**config.mk**
```make
export PLATFORM = sky130hd
export DESIGN_NAME = cfp_front
export DESIGN_NICKNAME = d
export VERILOG_FILES = /design/src/cubic_four_point_interpolation_top_assert.svh /design/src/cfp_front.sv
export SDC_FILE = /design/constraint.sdc
export NUM_CORES = 2
export LEC_CHECK = 0
export ABC_AREA = 1
export BUFFER_PORTS_ARGS = -buffer_cell sky130_fd_sc_hd__buf_2
export CAP_MARGIN = 10
export CORE_AREA = 2 2 475 477
export CTS_CLUSTER_DIAMETER = 120
export DETAILED_ROUTE_END_ITERATION = 10
export DIE_AREA = 0 0 477 479
export PLACE_DENSITY_LB_ADDON = 0.08
export SYNTH_ARGS = -nofsm -noshare
export SYNTH_HDL_FRONTEND = slang
export SYNTH_SLANG_ARGS = --single-unit
```
**constraint.sdc**
```tcl
create_clock -name clk -period 2.1 [get_ports clk]
set_input_delay 0.315 -clock clk [delete_from_list [all_inputs] [get_ports clk]]
set_output_delay 0.315 -clock clk [all_outputs]
set_load 0.005 [all_outputs]
```
**src/cubic_four_point_interpolation_top_assert.svh**
```systemverilog
// Assertion macros used by the cubic four-point interpolation RTL.
// Included by the top level only; no other dependencies.
`ifndef CUBIC_FOUR_POINT_INTERPOLATION_TOP_ASSERT_SVH
`define CUBIC_FOUR_POINT_INTERPOLATION_TOP_ASSERT_SVH

// same-cycle implication
`define CFP_ASSERT_IMPLY(label, clk_s, rst_s, ante, cons) \
    label: assert property (@(posedge clk_s) disable iff (!rst_s) (ante) |-> (cons)) \
        else $error("cfp: same-cycle check failed");

// next-cycle implication
`define CFP_ASSERT_NEXT(label, clk_s, rst_s, ante, cons) \
    label: assert property (@(posedge clk_s) disable iff (!rst_s) (ante) |=> (cons)) \
        else $error("cfp: next-cycle check failed");

`endif

```
**src/cfp_front.sv**
```systemverilog
// Front end: abscissa differences, coincidence check, magnitudes and term signs.
// Two register stages; no package dependencies.
`default_nettype none

module cfp_front #(
    parameter int DATA_WIDTH = 32
) (
    input  wire logic                         clk,
    input  wire logic                         en,
    input  wire logic signed [DATA_WIDTH-1:0] query_x,
    input  wire logic signed [DATA_WIDTH-1:0] px [4],
    input  wire logic signed [DATA_WIDTH-1:0] py [4],
    output logic             [DATA_WIDTH-1:0] ymag [4],
    output logic             [DATA_WIDTH:0]   nmag [4][3],
    output logic             [DATA_WIDTH:0]   dmag [4][3],
    output logic                              neg [4],
    output logic                              coinc
);

    localparam int DW = DATA_WIDTH;
    localparam int XW = DATA_WIDTH + 1;

    logic signed [XW-1:0] dq_reg [4];
    logic signed [XW-1:0] dx_reg [4][3];
    logic signed [DW-1:0] y_reg [4];
    logic                 coinc1_reg;

    logic [DW-1:0] ymag_reg [4];
    logic [XW-1:0] nmag_reg [4][3];
    logic [XW-1:0] dmag_reg [4][3];
    logic          neg_reg [4];
    logic          coinc2_reg;

    function automatic logic [XW-1:0] mag_x(input logic [XW-1:0] v);
        return v[XW-1] ? (~v + 1'b1) : v;
    endfunction

    function automatic logic [DW-1:0] mag_y(input logic [DW-1:0] v);
        return v[DW-1] ? (~v + 1'b1) : v;
    endfunction

    always_ff @(posedge clk)
    begin
        if (en)
        begin
            for (int j = 0; j < 4; j++)
            begin
                dq_reg[j] <= XW'(query_x) - XW'(px[j]);
                y_reg[j]  <= py[j];
            end
            for (int i = 0; i < 4; i++)
            begin
                for (int k = 0; k < 3; k++)
                begin
                    dx_reg[i][k] <= XW'(px[i]) - XW'(px[(k < i) ? k : k + 1]);
                end
            end
            coinc1_reg <= (px[0] == px[1]) || (px[0] == px[2]) || (px[0] == px[3]) ||
                          (px[1] == px[2]) || (px[1] == px[3]) || (px[2] == px[3]);
        end
    end

    always_ff @(posedge clk)
    begin
        if (en)
        begin
            for (int i = 0; i < 4; i++)
            begin
                ymag_reg[i] <= mag_y(y_reg[i]);
                neg_reg[i]  <= y_reg[i][DW-1]
                             ^ dq_reg[(0 < i) ? 0 : 1][XW-1] ^ dx_reg[i][0][XW-1]
                             ^ dq_reg[(1 < i) ? 1 : 2][XW-1] ^ dx_reg[i][1][XW-1]
                             ^ dq_reg[(2 < i) ? 2 : 3][XW-1] ^ dx_reg[i][2][XW-1];
                for (int k = 0; k < 3; k++)
                begin
                    nmag_reg[i][k] <= mag_x(dq_reg[(k < i) ? k : k + 1]);
                    dmag_reg[i][k] <= mag_x(dx_reg[i][k]);
                end
            end
            coinc2_reg <= coinc1_reg;
        end
    end

    assign ymag  = ymag_reg;
    assign nmag  = nmag_reg;
    assign dmag  = dmag_reg;
    assign neg   = neg_reg;
    assign coinc = coinc2_reg;

endmodule

`default_nettype wire

```
==> flow_summary.yaml <==
yosys:
  syn_area_sq_um: 99400
  synthSimpleGateAreaFrac_pct: 30.9
  synthFlopType: "edfxtp_1"
  synth_fp_nets: 14500
  ys_warn_count: 0
  synth.distinct_cells: 45
  synth_edf_count: 1306
  synthCells: 13600
  synth_top_family_by_area: "simple AND/OR/NAND/NOR gates"
  avgSynthCellArea_sq_um: 7.29
  synthAdderAreaFrac_pct: 7.02
  synth_mux_area_share_pct: 0
  synth-compound-area-share_pct: 3.75
  synthXorXnorAreaFrac_pct: 6.30
  async_flop_share_pct: 0
  ys_seq_area_share_pct: 39.5
  ys_ff_latch: 1306
finish:
  layout.nets: 17000
  stdcell_count: 19400
  fill_cells: 21200
  design_area_sq_um: 125000
  synthToLayoutAreaGrowth_pct: 26.2
  final_util_pct: 56.1
  layout-drive-gt1-share_pct: 20.8
routing:
  dr.pass1.iters: 8
  wl_per_cell_um: 23.2
  drt_first_iter_violations: 10500
  avgViaCountPerCell: 5.14
  detail-route-antenna-nets: 0
  drcViolationCount: 0
  wirelength_mm: 451
  num_vias: 99600
grt:
  grt_max_degree: 73
  busiest_layer: "met2"
  met2_usage_pct: 58.8
  antenna_found_initial: 133
  grt_overflow: 0
  use_met1_pct: 49.7
  grt_use_met3_pct: 6.63
  grt_pass1_vias: 93100
  grt_usage_pct: 38.1
  grt_pass1_wl_mm: 631
pwr:
  totalPowerFinal_mw: 94.4
  p_leak_nw: 65.6
  power_density_nw_per_um2: 752
  vdd_drop_max_mv: 0.637
setup_path:
  critPathMaxFanout: 2
  crit_path_max_incr_delay_ns: 0.73
  crit_arrival_ns: 2.65
  ff2ff_path_depth: 4
  cp_slowest_cell: "xor2_2"
  critPathRequiredTime_ns: 2.69
  path_class: "flop to flop"
  endpoint_kind: "flop"
  crit_chain: "xor2_2 -> xnor2_1 -> xnor2_1 -> buf_4"
  worstSetupStartpointType: "flop"
  cp_common_cell: "xnor2_1"
timing:
  finalHoldViolations: 0
  whs_ns: 0.177
  rsz0062_at_grt: "true"
  skew_ns: 0.0428
  setup_tns_ns: 0
  setup_viol: 0
  layout_setup_ws_ns: 0.0416
  fin_crit_ns: 2.06
  period_share_pct: 98.0
  fmax_mhz: 486
  tightest_slew_ns: 0.938
  drv_slew: 0
  relSlewSlack_pct: 37.0
worst_hold_path:
  hp-class: "input pin to flop"
  whs_path_depth: 2
cts:
  cts_root_buffer: "clkbuf_16"
  cts.sinks: 1306
  cts_tree: "done"
  cts_buffers: 145
  cts-htree-levels: 4
  clockBufferDepth: 3
  clk_latency_ns: 0.85
  clk_pin_slew_worst_paths_ns: 0.06
placed_design:
  placed_cells: 18900
  hpwl_mm: 381
  dp_slack_ns: -0.738
  placed_area_sq_um: 119000
  gp_congestion: 1.13
  io_buffers: 1214
die:
  design.core.area_sq_um: 224000
  design.die.area_sq_um: 228000
  die_w_um: 477
  fp.dieH_um: 479
  row_count: 174
  initial_core_util_pct: 44.4
  ios: 1215
outcome:
  outcome: "complete, no violations"
job:
  maxCapViolCount: 0
cells in the mapped netlist, drive strengths merged (16+ instances only):
library cell,count,area share [%]
a21oi,399,2.0
clkbuf,34,0.14
nor2,1227,5.2
edfxtp,1306,39
ha,532,6.7
o21ai,205,1.1
o211ai,17,0.13
and2,16,0.10
a21o,20,0.15
nand2,5078,20
xor2,586,5.2
nor3,67,0.42
fa,16,0.32
xnor2,129,1.1
buf,412,2.9
nand3b,18,0.14
nand3,828,4.3
inv,2510,9.5
o21bai,30,0.23
nand4,143,0.90
worst max-delay path: cells and delay by family (launching register included):
kind | cells | cell delay (ns)
buf+inv | 1 | 0.17
xor+xnor | 3 | 1.08
flops | 1 | 0.54
final timing paths:
check                start           end  slack, ns
min                 py[83]  y_reg[1][19]       0.18
min reg2reg   dx_reg[1][0]     dmag[198]       0.47
max          dq_reg[1][32]        neg[3]       0.04
max reg2reg  dq_reg[1][32]        neg[3]       0.04
power breakdown:
part	switching [mW]	internal, mW
registers	3.08	34.1
logic	19.0	11.6
clock network	11.6	15.1
cells by family after synthesis:
kind of cell	count (synthesis)
fa+ha+maj	548
compound gates	695
simple gates	7406
flops	1306
xor+xnor	715
buf+inv	2962
cell type report:
class | instances | area, sq um | area share (%)
multi-input combinational | 9364 | 47700 | 38.0
inverter | 2516 | 9450 | 7.53
tap | 2992 | 3740 | 2.98
clock inverter | 99 | 1220 | 0.977
timing repair buffer | 2857 | 20100 | 16.0
clock buffer | 169 | 3720 | 2.96
sequential | 1306 | 39200 | 31.3
antenna | 89 | 223 | 0.178
cell usage in the layout (no fill, tap or decap), types with 180 or more instances in the layout:
cell type  Yosys  layout
a21oi_1      397     397
buf_2         45    1212
buf_4        347    1404
edfxtp_1    1306    1306
ha_1         532     532
inv_1       2460    2456
nand2_1     4941    4940
nand3_1      806     803
nor2_1      1049    1043
o21ai_0      180     180
xor2_1       586     584
metal layers:
layer / share of wire (%) / vias to the layer above
met5: 0.034 / -
met2: 44 / 4945
met1: 41 / 46400
met3: 8.7 / 998
li1: - / 47200
met4: 6.8 / 24
timing repair:
action | in CTS | in global routing
endpoints found under the setup margin | 12 | 48
gates cloned | 0 | 0
setup buffers | 0 | 6
endpoints found under the hold margin | 151 | 0
gates resized for setup | 2 | 22
pin swaps | 0 | 4
hold buffers | 129 | 0
No activity file was read; power rests on OpenSTA's default activity.
